===== config.mk =====
export PLATFORM = sky130hd
export DESIGN_NAME = prefix_client_table
export DESIGN_NICKNAME = d
export VERILOG_FILES = /design/src/rtl/pct_pkg.sv /design/src/rtl/pct_ctrl.sv /design/src/rtl/pct_datapath.sv /design/src/rtl/prefix_client_table.sv
export VERILOG_INCLUDE_DIRS = /design/src /design/src/rtl
export SDC_FILE = /design/constraint.sdc
export NUM_CORES = 2
export LEC_CHECK = 0
export ABC_AREA = 1
export BUFFER_PORTS_ARGS = -buffer_cell sky130_fd_sc_hd__buf_2
export CAP_MARGIN = 25
export CORE_ASPECT_RATIO = 1.25
export CORE_MARGIN = 5
export CORE_UTILIZATION = 55
export CTS_CLUSTER_DIAMETER = 150
export DETAILED_ROUTE_END_ITERATION = 8
export PLACE_DENSITY_LB_ADDON = 0.3
export SLEW_MARGIN = 20
export SYNTH_ARGS = -nofsm -noshare
export SYNTH_HDL_FRONTEND = slang
export SYNTH_SLANG_ARGS = --single-unit

===== constraint.sdc =====
create_clock -name clock -period 17.2 [get_ports clock]
set_clock_uncertainty 0.05 [all_clocks]
set_input_delay 0.86 -clock clock [delete_from_list [all_inputs] [get_ports clock]]
set_output_delay 0.86 -clock clock [all_outputs]
set_load 0.02 [all_outputs]

===== src/rtl/prefix_client_table_assert.svh =====
// assertion macros for the prefix client table
`ifndef PREFIX_CLIENT_TABLE_ASSERT_SVH
`define PREFIX_CLIENT_TABLE_ASSERT_SVH

// same-cycle implication
`define PCT_ASSERT_IMP(label, clk, rst, ante, cons, msg) \
   label: assert property (@(posedge clk) disable iff (rst) (ante) |-> (cons)) \
      else $error(msg);

// next-cycle implication
`define PCT_ASSERT_NXT(label, clk, rst, ante, cons, msg) \
   label: assert property (@(posedge clk) disable iff (rst) (ante) |=> (cons)) \
      else $error(msg);

`endif


===== src/rtl/pct_pkg.sv =====
`timescale 1ns / 1ps
package pct_pkg;

   localparam int ENTRIES  = 16;
   localparam int IDX_W    = (ENTRIES > 1) ? $clog2(ENTRIES) : 1;
   localparam int ADDR_W   = 128;
   localparam int LEN_W    = 8;
   localparam int COST_W   = 8;
   localparam int FULL_LEN = 128;

   typedef enum logic [1:0] {
      OP_ADD,
      OP_DELETE,
      OP_FIND,
      OP_GET
   } op_type;

   typedef enum logic [2:0] {
      STATUS_OK,
      STATUS_INVALID,
      STATUS_EXISTS,
      STATUS_NOT_FOUND,
      STATUS_FULL
   } status_type;

   typedef enum logic [2:0] {
      IDLE,
      SCAN,
      LAST,
      COMMIT,
      RESP
   } state_type;

   typedef struct packed {
      logic [ADDR_W-1:0] addr;
      logic [LEN_W-1:0]  len;
      logic [COST_W-1:0] cost;
   } entry_type;

   typedef struct packed {
      logic             load;
      logic             rd_en;
      logic [IDX_W-1:0] rd_idx;
      logic             commit;
   } cmd_type;

   typedef struct packed {
      logic req_invalid;
   } stat_type;

   // leading-ones mask for a prefix length of 0..128
   function automatic logic [ADDR_W-1:0] prefix_mask(input logic [LEN_W-1:0] len);
      logic [ADDR_W-1:0] mask;
      if (len >= LEN_W'(FULL_LEN)) begin
         mask = {ADDR_W{1'b1}};
      end else begin
         mask = ~({ADDR_W{1'b1}} >> len);
      end
      return mask;
   endfunction

endpackage


===== src/rtl/pct_ctrl.sv =====
`timescale 1ns / 1ps
module pct_ctrl (
   input  logic               clock,
   input  logic               reset,
   input  logic               req_valid,
   output logic               req_stall,
   output logic               rsp_valid,
   input  logic               rsp_stall,
   input  pct_pkg::stat_type  stat,
   output pct_pkg::cmd_type   cmd
);

   pct_pkg::state_type            state_ff, state_in;
   logic [pct_pkg::IDX_W-1:0]     cnt_ff, cnt_in;

   always_ff @(posedge clock) begin
      if (reset) begin
         state_ff <= pct_pkg::IDLE;
         cnt_ff   <= '0;
      end else begin
         state_ff <= state_in;
         cnt_ff   <= cnt_in;
      end
   end

   always_comb begin
      state_in   = state_ff;
      cnt_in     = cnt_ff;
      cmd        = '0;
      req_stall  = 1'b1;
      rsp_valid  = 1'b0;
      unique case (state_ff)
         pct_pkg::IDLE: begin
            req_stall = 1'b0;
            cnt_in    = '0;
            if (req_valid) begin
               cmd.load = 1'b1;
               state_in = stat.req_invalid ? pct_pkg::COMMIT : pct_pkg::SCAN;
            end
         end
         pct_pkg::SCAN: begin
            cmd.rd_en  = 1'b1;
            cmd.rd_idx = cnt_ff;
            cnt_in     = cnt_ff + 1'b1;
            if (cnt_ff == pct_pkg::IDX_W'(pct_pkg::ENTRIES - 1)) begin
               state_in = pct_pkg::LAST;
            end
         end
         pct_pkg::LAST: begin
            state_in = pct_pkg::COMMIT;
         end
         pct_pkg::COMMIT: begin
            cmd.commit = 1'b1;
            state_in   = pct_pkg::RESP;
         end
         pct_pkg::RESP: begin
            rsp_valid = 1'b1;
            if (!rsp_stall) begin
               state_in = pct_pkg::IDLE;
            end
         end
         default: begin
            state_in = pct_pkg::IDLE;
         end
      endcase
   end

endmodule


===== src/rtl/pct_datapath.sv =====
`timescale 1ns / 1ps
module pct_datapath (
   input  logic                        clock,
   input  logic                        reset,
   input  logic [1:0]                  req_op,
   input  logic [63:0]                 req_addr_high,
   input  logic [63:0]                 req_addr_low,
   input  logic [pct_pkg::LEN_W-1:0]   req_prefix_len,
   input  logic [pct_pkg::COST_W-1:0]  req_cost,
   input  pct_pkg::cmd_type            cmd,
   output pct_pkg::stat_type           stat,
   output logic [2:0]                  rsp_status,
   output logic [63:0]                 rsp_out_addr_high,
   output logic [63:0]                 rsp_out_addr_low,
   output logic [pct_pkg::LEN_W-1:0]   rsp_out_prefix_len,
   output logic [pct_pkg::COST_W-1:0]  rsp_out_cost
);

   // captured request
   pct_pkg::op_type                op_ff;
   logic [pct_pkg::ADDR_W-1:0]     addr_ff;
   logic [pct_pkg::LEN_W-1:0]      len_ff, len_in;
   logic [pct_pkg::COST_W-1:0]     cost_ff;
   logic                           invalid_ff;

   // table storage
   logic [pct_pkg::ENTRIES-1:0]    slot_valid_ff;
   pct_pkg::entry_type             slot_mem [pct_pkg::ENTRIES];

   // registered read port
   logic                           rd_vld_ff;
   logic [pct_pkg::IDX_W-1:0]      rd_idx_ff;
   logic                           rd_valid_ff;
   pct_pkg::entry_type             rd_entry_ff;

   // scan results
   logic                           best_hit_ff;
   logic [pct_pkg::IDX_W-1:0]      best_idx_ff;
   pct_pkg::entry_type             best_entry_ff;
   logic                           free_hit_ff;
   logic [pct_pkg::IDX_W-1:0]      free_idx_ff;

   // response
   pct_pkg::status_type            rsp_status_ff, status_in;
   pct_pkg::entry_type             rsp_entry_ff, rsp_entry_in;

   logic [pct_pkg::ADDR_W-1:0]     req_mask;
   logic [pct_pkg::ADDR_W-1:0]     slot_mask;
   logic                           exact_hit;
   logic                           lpm_hit;
   logic                           take_best;
   logic                           take_free;
   logic                           do_add;
   logic                           do_delete;

   assign stat.req_invalid = ({req_addr_high, req_addr_low} == '0) ||
                             ((pct_pkg::op_type'(req_op) != pct_pkg::OP_GET) &&
                              (req_prefix_len == '0));

   assign len_in = (req_prefix_len > pct_pkg::LEN_W'(pct_pkg::FULL_LEN)) ?
                   pct_pkg::LEN_W'(pct_pkg::FULL_LEN) : req_prefix_len;

   always_ff @(posedge clock) begin
      if (cmd.load) begin
         op_ff      <= pct_pkg::op_type'(req_op);
         addr_ff    <= {req_addr_high, req_addr_low};
         len_ff     <= len_in;
         cost_ff    <= req_cost;
         invalid_ff <= stat.req_invalid;
      end
   end

   // compare of the slot read in the previous cycle
   always_comb begin
      req_mask  = pct_pkg::prefix_mask(len_ff);
      slot_mask = pct_pkg::prefix_mask(rd_entry_ff.len);
      exact_hit = rd_valid_ff && (rd_entry_ff.len == len_ff) &&
                  (((rd_entry_ff.addr ^ addr_ff) & req_mask) == '0);
      lpm_hit   = rd_valid_ff && (((rd_entry_ff.addr ^ addr_ff) & slot_mask) == '0);
      if (op_ff == pct_pkg::OP_GET) begin
         take_best = rd_vld_ff && lpm_hit &&
                     (!best_hit_ff || (rd_entry_ff.len > best_entry_ff.len));
      end else begin
         take_best = rd_vld_ff && exact_hit && !best_hit_ff;
      end
      take_free = rd_vld_ff && !rd_valid_ff && !free_hit_ff;
   end

   // outcome of the transaction
   always_comb begin
      status_in    = pct_pkg::STATUS_OK;
      rsp_entry_in = '0;
      do_add       = 1'b0;
      do_delete    = 1'b0;
      if (invalid_ff) begin
         status_in = pct_pkg::STATUS_INVALID;
      end else begin
         case (op_ff)
            pct_pkg::OP_ADD: begin
               if (best_hit_ff) begin
                  status_in = pct_pkg::STATUS_EXISTS;
               end else if (free_hit_ff) begin
                  do_add = 1'b1;
               end else begin
                  status_in = pct_pkg::STATUS_FULL;
               end
            end
            pct_pkg::OP_DELETE: begin
               if (best_hit_ff) begin
                  do_delete = 1'b1;
               end else begin
                  status_in = pct_pkg::STATUS_NOT_FOUND;
               end
            end
            default: begin
               if (best_hit_ff) begin
                  rsp_entry_in = best_entry_ff;
               end else begin
                  status_in = pct_pkg::STATUS_NOT_FOUND;
               end
            end
         endcase
      end
   end

   always_ff @(posedge clock) begin
      if (reset) begin
         slot_valid_ff <= '0;
         rd_vld_ff     <= 1'b0;
         best_hit_ff   <= 1'b0;
         free_hit_ff   <= 1'b0;
      end else begin
         rd_vld_ff <= cmd.rd_en;
         if (cmd.load) begin
            best_hit_ff <= 1'b0;
            free_hit_ff <= 1'b0;
         end else begin
            if (take_best) begin
               best_hit_ff <= 1'b1;
            end
            if (take_free) begin
               free_hit_ff <= 1'b1;
            end
         end
         if (cmd.commit && do_add) begin
            slot_valid_ff[free_idx_ff] <= 1'b1;
         end
         if (cmd.commit && do_delete) begin
            slot_valid_ff[best_idx_ff] <= 1'b0;
         end
      end
   end

   always_ff @(posedge clock) begin
      rd_idx_ff <= cmd.rd_idx;
      if (cmd.rd_en) begin
         rd_valid_ff <= slot_valid_ff[cmd.rd_idx];
      end
      if (take_best) begin
         best_idx_ff   <= rd_idx_ff;
         best_entry_ff <= rd_entry_ff;
      end
      if (take_free) begin
         free_idx_ff <= rd_idx_ff;
      end
      if (cmd.commit) begin
         rsp_status_ff <= status_in;
         rsp_entry_ff  <= rsp_entry_in;
      end
   end

   // slot memory, one write and one registered read port
   always_ff @(posedge clock) begin
      if (cmd.commit && do_add) begin
         slot_mem[free_idx_ff] <= pct_pkg::entry_type'{
            addr: addr_ff & req_mask,
            len:  len_ff,
            cost: cost_ff
         };
      end
      if (cmd.rd_en) begin
         rd_entry_ff <= slot_mem[cmd.rd_idx];
      end
   end

   assign rsp_status         = rsp_status_ff;
   assign rsp_out_addr_high  = rsp_entry_ff.addr[127:64];
   assign rsp_out_addr_low   = rsp_entry_ff.addr[63:0];
   assign rsp_out_prefix_len = rsp_entry_ff.len;
   assign rsp_out_cost       = rsp_entry_ff.cost;

endmodule


===== src/rtl/prefix_client_table.sv =====
`timescale 1ns / 1ps
// channel   handshake              payload
// req       req_valid / req_stall  req_op, req_addr_high, req_addr_low,
//                                  req_prefix_len, req_cost
// rsp       rsp_valid / rsp_stall  rsp_status, rsp_out_addr_high, rsp_out_addr_low,
//                                  rsp_out_prefix_len, rsp_out_cost
//
// one transaction at a time: a request scans every slot before it commits and responds,
// one slot read and compared per cycle
// an invalid request (zero address, or zero length other than get) skips the scan
// rsp_stall holds the response and req_stall stays high until it is taken
// synchronous reset clears the slot valid bits at once, no clearing pass
module prefix_client_table (
   input  logic                        clock,
   input  logic                        reset,
   input  logic                        req_valid,
   output logic                        req_stall,
   input  logic [1:0]                  req_op,
   input  logic [63:0]                 req_addr_high,
   input  logic [63:0]                 req_addr_low,
   input  logic [pct_pkg::LEN_W-1:0]   req_prefix_len,
   input  logic [pct_pkg::COST_W-1:0]  req_cost,
   output logic                        rsp_valid,
   input  logic                        rsp_stall,
   output logic [2:0]                  rsp_status,
   output logic [63:0]                 rsp_out_addr_high,
   output logic [63:0]                 rsp_out_addr_low,
   output logic [pct_pkg::LEN_W-1:0]   rsp_out_prefix_len,
   output logic [pct_pkg::COST_W-1:0]  rsp_out_cost
);

   `include "prefix_client_table_assert.svh"

   pct_pkg::cmd_type   cmd;
   pct_pkg::stat_type  stat;
   logic               req_take;
   logic               rsp_fail;
   logic               rsp_blank;
   logic               len_ok;

   pct_ctrl u_ctrl (
      .clock     (clock),
      .reset     (reset),
      .req_valid (req_valid),
      .req_stall (req_stall),
      .rsp_valid (rsp_valid),
      .rsp_stall (rsp_stall),
      .stat      (stat),
      .cmd       (cmd)
   );

   pct_datapath u_datapath (
      .clock              (clock),
      .reset              (reset),
      .req_op             (req_op),
      .req_addr_high      (req_addr_high),
      .req_addr_low       (req_addr_low),
      .req_prefix_len     (req_prefix_len),
      .req_cost           (req_cost),
      .cmd                (cmd),
      .stat               (stat),
      .rsp_status         (rsp_status),
      .rsp_out_addr_high  (rsp_out_addr_high),
      .rsp_out_addr_low   (rsp_out_addr_low),
      .rsp_out_prefix_len (rsp_out_prefix_len),
      .rsp_out_cost       (rsp_out_cost)
   );

   assign req_take  = req_valid && !req_stall;
   assign rsp_fail  = rsp_valid && (rsp_status != pct_pkg::STATUS_OK);
   assign rsp_blank = (rsp_out_addr_high == '0) && (rsp_out_addr_low == '0) &&
                      (rsp_out_prefix_len == '0) && (rsp_out_cost == '0);
   assign len_ok    = rsp_out_prefix_len <= pct_pkg::LEN_W'(pct_pkg::FULL_LEN);

   `PCT_ASSERT_NXT(a_no_early_rsp, clock, reset, req_take, !rsp_valid, "early response")
   `PCT_ASSERT_IMP(a_one_in_flight, clock, reset, rsp_valid, req_stall, "request during response")
   `PCT_ASSERT_IMP(a_fail_zero, clock, reset, rsp_fail, rsp_blank, "entry fields set on failure")
   `PCT_ASSERT_IMP(a_len_range, clock, reset, rsp_valid, len_ok, "prefix length above full length")

endmodule


# Word level (Yosys, flattened, before mapping)
# Memory sizes are Yosys's and may differ from the RTL's. A register that Yosys moved wholly into a read port is not among the register bits.
# Index checks and enable logic that the tools add are counted.
# classes
n_shift	2
bitwise	10
n_mux	37
n_lt_le_gt_ge	9
n_eq_ne	12
add_sub_neg	1
reduce_logical	29
# op_table
op	count
128-bit bitwise AND	3
128-bit logical NOT	3
128-bit 2-to-1 mux	2
128-bit inverter	2
128-bit by 8-bit right shift with 128-bit output, first input constant	2
128-bit XOR	1
16-bit 2-to-1 mux	3
1-bit 2-to-1 mux	18
3-bit 2-to-1 mux	6
16-bit bitwise AND	1
8-bit >= comparator, second input constant	2
16-bit inverter	1
16-bit OR	1
4-bit by 5-bit less-than comparator with 1-bit output, second input constant	3
3-bit one-hot mux with 5 select lines	1
1-bit logical AND	14
1-bit demux with 4-bit select	2
8-bit == test	1
4-bit by 1-bit >= comparator with 1-bit output, second input constant	2
8-bit > comparator	1
8-bit > comparator, second input constant	1
8-bit logical NOT	1
4-bit one-hot mux with 2 select lines	1
3-bit by 2-bit == test with 1-bit output, second input constant	2
other kinds (20)	26
# totals
mem_count	1
elab_cells	123
output_inout_bits	149
reg_bits	477
mem_bits_rw	2304
# memory_table
name	depth	word_bits	read_ports	rd_ports_with_merged_regs	wr	line_no	source
u_datapath.slot_mem	16	144	1	1	1	pct_datapath.sv:28	pct_pkg::entry_type slot_mem [pct_pkg::ENTRIES];

# Logic depth before layout (Yosys ltp)
# depth
depth_word	9
mapped_depth	18
mapped_depth_nobuf	17

# By module
# From an unflattened synthesis, not the netlist that was laid out.
# hier_totals
hier_cells	8703
hier_area_um2	115434.5
# modules_own_cells
module	cells_each	instances	seq_area_each_um2	area_per_inst_um2
pct_datapath	8641	1	87393.8	115046.6
pct_ctrl	62	1	140.1	387.9

# Worst setup path before layout
# Ideal clock, no wire load.
# synth_timing
kind	register to register
from	register u_ctrl.state_ff[1]
to	register u_datapath.slot_valid_ff[15] (netlist bit)
stages_incl_launch_ff	10
setup_ns	0.089
t_required_ns	17.061
setup_slack_ns	2.285
arrival_ns	14.776
path_cell_list	dfxtp_1 > nand2_1 > nor2_1 > inv_1 > nor3_1 > inv_1 > nor3_1 > inv_1 > nor2_1 > o221a_2
# synth_via
elab_chain_cells	7
elab_cells_between_ends	8
# synth_rtl
item	line_no	source
start: declaration	pct_ctrl.sv:13	pct_pkg::state_type state_ff, state_in;
start signal: assignment	pct_ctrl.sv:18	state_ff <= pct_pkg::IDLE;
start signal: assignment	pct_ctrl.sv:21	state_ff <= state_in;
3-bit by 2-bit == test with 1-bit output *	pct_ctrl.sv:32	unique case (state_ff)
1-bit 2-to-1 mux *	pct_ctrl.sv:32	
1-bit logical AND	pct_datapath.sv:145	if (cmd.commit && do_add) begin
16-bit 2-to-1 mux	pct_datapath.sv:145	
16-bit 2-to-1 mux	pct_datapath.sv:127	if (reset) begin
16-bit bitwise AND (no source line)	-	
16-bit 2-to-1 mux *	pct_datapath.sv:148	if (cmd.commit && do_delete) begin
end signal: assignment	pct_datapath.sv:128	slot_valid_ff <= '0;
end signal: indexed assignment	pct_datapath.sv:146	slot_valid_ff[free_idx_ff] <= 1'b1;
end signal: indexed assignment	pct_datapath.sv:149	slot_valid_ff[best_idx_ff] <= 1'b0;
end: declaration	pct_datapath.sv:27	logic [pct_pkg::ENTRIES-1:0] slot_valid_ff;
# Mark *: on every way between the ends. The rest lies on a longest branch, timed or not. The select of a mux whose other input is x is not followed.
# A chain may end at the register's enable or synchronous reset.

==> summary.txt <==
Outcome
  – Status: finished, final reports clean

Route
  – Vias post-DR: 76170
  – Pre-antenna DRT Iters: 6
  – Final ANT Viol Nets: 0
  – 1st-iter DRT viols: roughly 12000
  – Final WL: roughly 380000 um
  – Wire per inst: about 33 um
  – Vias per inst: 6.694
  – Final routed DRC violation total: 0

Synthesis
  – Synth Instances: approximately 8200
  – Post-synthesis mux area share: 0%
  – Synth unique cells: between 40 and 50
  – Yosys warns: 0
  – Area leader, netlist: edfxtp_1
  – Compound-gate portion of the synthesized area: around an eighth
  – Largest family of logic cells by synthesized area: compound AO/OA/AOI/OAI gates
  – Post-Syn Nets: between 8000 and 9000
  – Number of synthesized flops with an enable pin: 2895
  – Simple-Gate Fraction of Synth Area: between 7 and 8%
  – Post-Syn Area per Cell: 13.99 um^2
  – Commonest cells post-synth: edfxtp_1 (2895), nand2_1 (970), nor2_1 (770)
  – Top cell type's share of synthesized area: ~76%
  – Most frequent cell after synthesis: edfxtp_1
  – Asr flop ratio synth: 0%
  – Synthesized area: approximately 0.11 mm^2
  – Synth Flop Type: edfxtp_1
  – Post-Synth Adder-Cell Area: 0.1309%
  – Post-synthesis xor/xnor area fraction: less than 1%
  – Top post-synthesis cells by area: edfxtp_1 (76%), nand2_1 (3.2%), o22ai_1 (2.7%)
  – Sequential area share after synthesis: approximately three quarters
  – #FFs+latches synth: slightly below 3000

STA
  – Max-slew violations: 0
  – Final min period: between 7 and 8 ns
  – Finish-stage setup viols: 0
  – Final WS setup: 10.04 ns
  – F_max: between 0.1 and 0.15 GHz
  – Hold Fails Final Rpt: 0
  – Final period utilization: approximately two fifths
  – RSZ-0062 raised after global routing: no
  – Setup TNS Final: 0 ns
  – Worst-Margin Slew: ~1.2 ns
  – Slew headroom: about a fifth

Power and ir drop
  – Sequential share of power: between 50 and 60%
  – NetSw: ~4.5 mW
  – Pint: roughly 12 mW
  – Clock power share: between 30% and 40%
  – Leak: approximately 42 nW
  – Power, Total: about 17 mW
  – Combinational share of power: between 10% and 20%
  – Pwr dens: 131.0 mW/mm^2
  – Switching share of total power: 26.93%
  – VDD IR max: between 0.1 and 0.15 mV

Worst setup path
  – Critical path required time: between 15 and 20 ns
  – CP Class: register to register
  – Crit-path max FO: 210
  – Startpoint types: register
  – Crit path capture type: register
  – Arr. time, crit path: a little under 8 ns

Clock tree
  – Root Driver: clkbuf_16
  – CTS tree: yes
  – Clk sinks: 2925
  – Clock Latency Late Sink: ~0.95 ns
  – Maximum clock path buffer count: 4
  – H-tree Lvls: 5
  – Total CTS buffers: 287
  – Clk slew on worst S/H paths: about 0.070 ns
  – Setup Buffers After CTS: 0

Min path
  – Hold crit path type: input pin to register

Final layout
  – Synth-to-layout area growth: 11.57%
  – Fillers: ~15000
  – FF/Latch Area: 0.08753 mm^2
  – Fraction of layout cells with a size suffix above 1: 10.57%
  – Finished Layout Cells: 11380
  – Multi-input logic area: between 0.02 and 0.025 mm^2
  – Final net count: about 8600

Global route
  – Remaining global-route overflow: 0
  – Antenna violations before repair: 14
  – Vias in the first global route: approximately 73000
  – Largest net degree at the start of global routing: about 210
  – First-pass GRT wire length: around 530000 um
  – All-Layer GR Usage: 33.78%

Die
  – Core area: between 0.2 and 0.25 mm^2
  – Row cnt: ~190
  – Die width: between 400 and 500 um
  – Die span in y: around 520 um
  – Effective utilization at floorplan: 55.25%
  – DIE AREA: between 0.2 and 0.25 mm^2
  – Ports: between 200 and 300

Placed design
  – Routability cong.: between 1 and 1.5
  – Dpl ws: between 10 and 15 ns
  – Post-detail-place hpwl: about 220000 um
  – Cells after DPL: around 11000
  – Port Buffers: between 200 and 300

Run
  – Max Cap Viol: 0
## stage by stage
step                      hold slack, ns  area, um^2  utilization [%]
after floorplan                   0.3503      114700                -
after global placement            0.3532      119000            57.32
after detailed placement          0.3556      119100            57.37
after CTS                       0.005093      127800            61.57
after global routing             0.03630      127900            61.63
final                            0.06149      127900            61.64
## path summary, 6_finish.rpt
check | startpoint | to | slack [ns] | cells after the start
setup / recovery | u_ctrl.state_ff[2] | u_datapath.rd_entry_ff[123] | 10.04 | 13
setup reg to reg | u_ctrl.state_ff[2] | u_datapath.rd_entry_ff[123] | 10.04 | 13
hold / removal | req_cost[3] | u_datapath.cost_ff[3] | 0.06 | 1
hold reg to reg | u_datapath.rd_entry_ff[1] | u_datapath.best_entry_ff[1] | 0.37 | 0
## flip-flops by register name, indices dropped and copies added (netlist names), 8 cells and up
register / flops
u_datapath.cost_ff: 8
u_datapath.rsp_out_prefix_len: 8
u_datapath.rsp_out_addr_high: 64
u_datapath.rsp_out_cost: 8
u_datapath.slot_mem: 2304
u_datapath.slot_valid_ff: 16
u_datapath.addr_ff: 128
u_datapath.rd_entry_ff: 144
u_datapath.best_entry_ff: 144
u_datapath.len_ff: 8
u_datapath.rsp_out_addr_low: 64
## metal layers
metal	wire length, um	vias to the layer above	GRT usage [%]
met5	73	-	0
met1	130700	37850	44.20
met2	172100	5591	51.94
li1	-	31630	-
met4	28270	12	21.14
met3	44710	1090	7.434
## logic make-up after synthesis
kind of cell	after synthesis
and+or+nand+nor	2101
DFF	2925
xor gates and xnor gates	123
AOI/OAI and AO/OA	2200
buffers and inverters	838
adders and majority gates	12
## layout make-up
cell class | instances | area share (%)
sequential | 2925 | 68.42
multi-input combinational | 4436 | 18.67
clock buffer | 356 | 5.915
tap | 2740 | 2.680
timing repair buffer | 489 | 2.487
clock inverter | 130 | 0.9018
inverter | 292 | 0.8959
antenna | 11 | 0.02152
## critical path: stages (launching register included)
cell and delay [ns]:
dfxtp_1 0.38, nor3_4 0.20, buf_4 0.68, inv_2 0.25
nor2_4 0.26, buf_12 0.68, buf_12 0.59, buf_4 0.77
buf_12 0.61, buf_4 0.84, o22ai_1 0.19, a221oi_1 0.37
nor3_1 0.13, a31oi_1 0.20
## layout by cell type, fill, tap and decap left out, drive strengths merged, types with 2 or more instances in the layout
master    netlist  final
edfxtp       2895   2895
nand2         973    973
nor2          779    779
o21ai         559    559
o22ai         498    498
buf           225    487
a21oi         483    483
clkbuf        321    357
inv           289    300
a221oi        201    201
a221o         154    154
nand3         128    128
nor3          115    115
xor2          113    113
clkinv          3     98
o211ai         70     70
a31oi          65     65
o221ai         53     53
a21boi         50     50
and3           37     37
nor4           36     36
a22oi          33     33
dfxtp          30     30
bufinv          0     20
nand4          18     18
o21a           13     13
ha             12     12
diode           0     11
and2           11     11
xnor2          10     10
a211oi          9      9
o21bai          4      4
clkinvlp        0      4
or2             2      2
a21o            2      2
nand3b          2      2
a311oi          2      2
## what timing repair did
action                    CTS  global route
hold endpoints to repair    1             0
gates resized for setup     0             0
hold buffers                1             0
## power groups by stage
| stage | combinational, mW | clock [mW] | sequential, mW |
|---|---|---|---|
| global placement | 1.95 | 0 | 8.83 |
| floorplan | 1.01 | 0 | 8.73 |
| global route | 2.12 | 6.34 | 8.70 |
| detailed placement | 1.98 | 0 | 8.83 |
| CTS | 1.98 | 6.02 | 8.69 |
| finish | 2.06 | 5.99 | 8.71 |
Note: power is estimated with default switching activity, not from simulation.
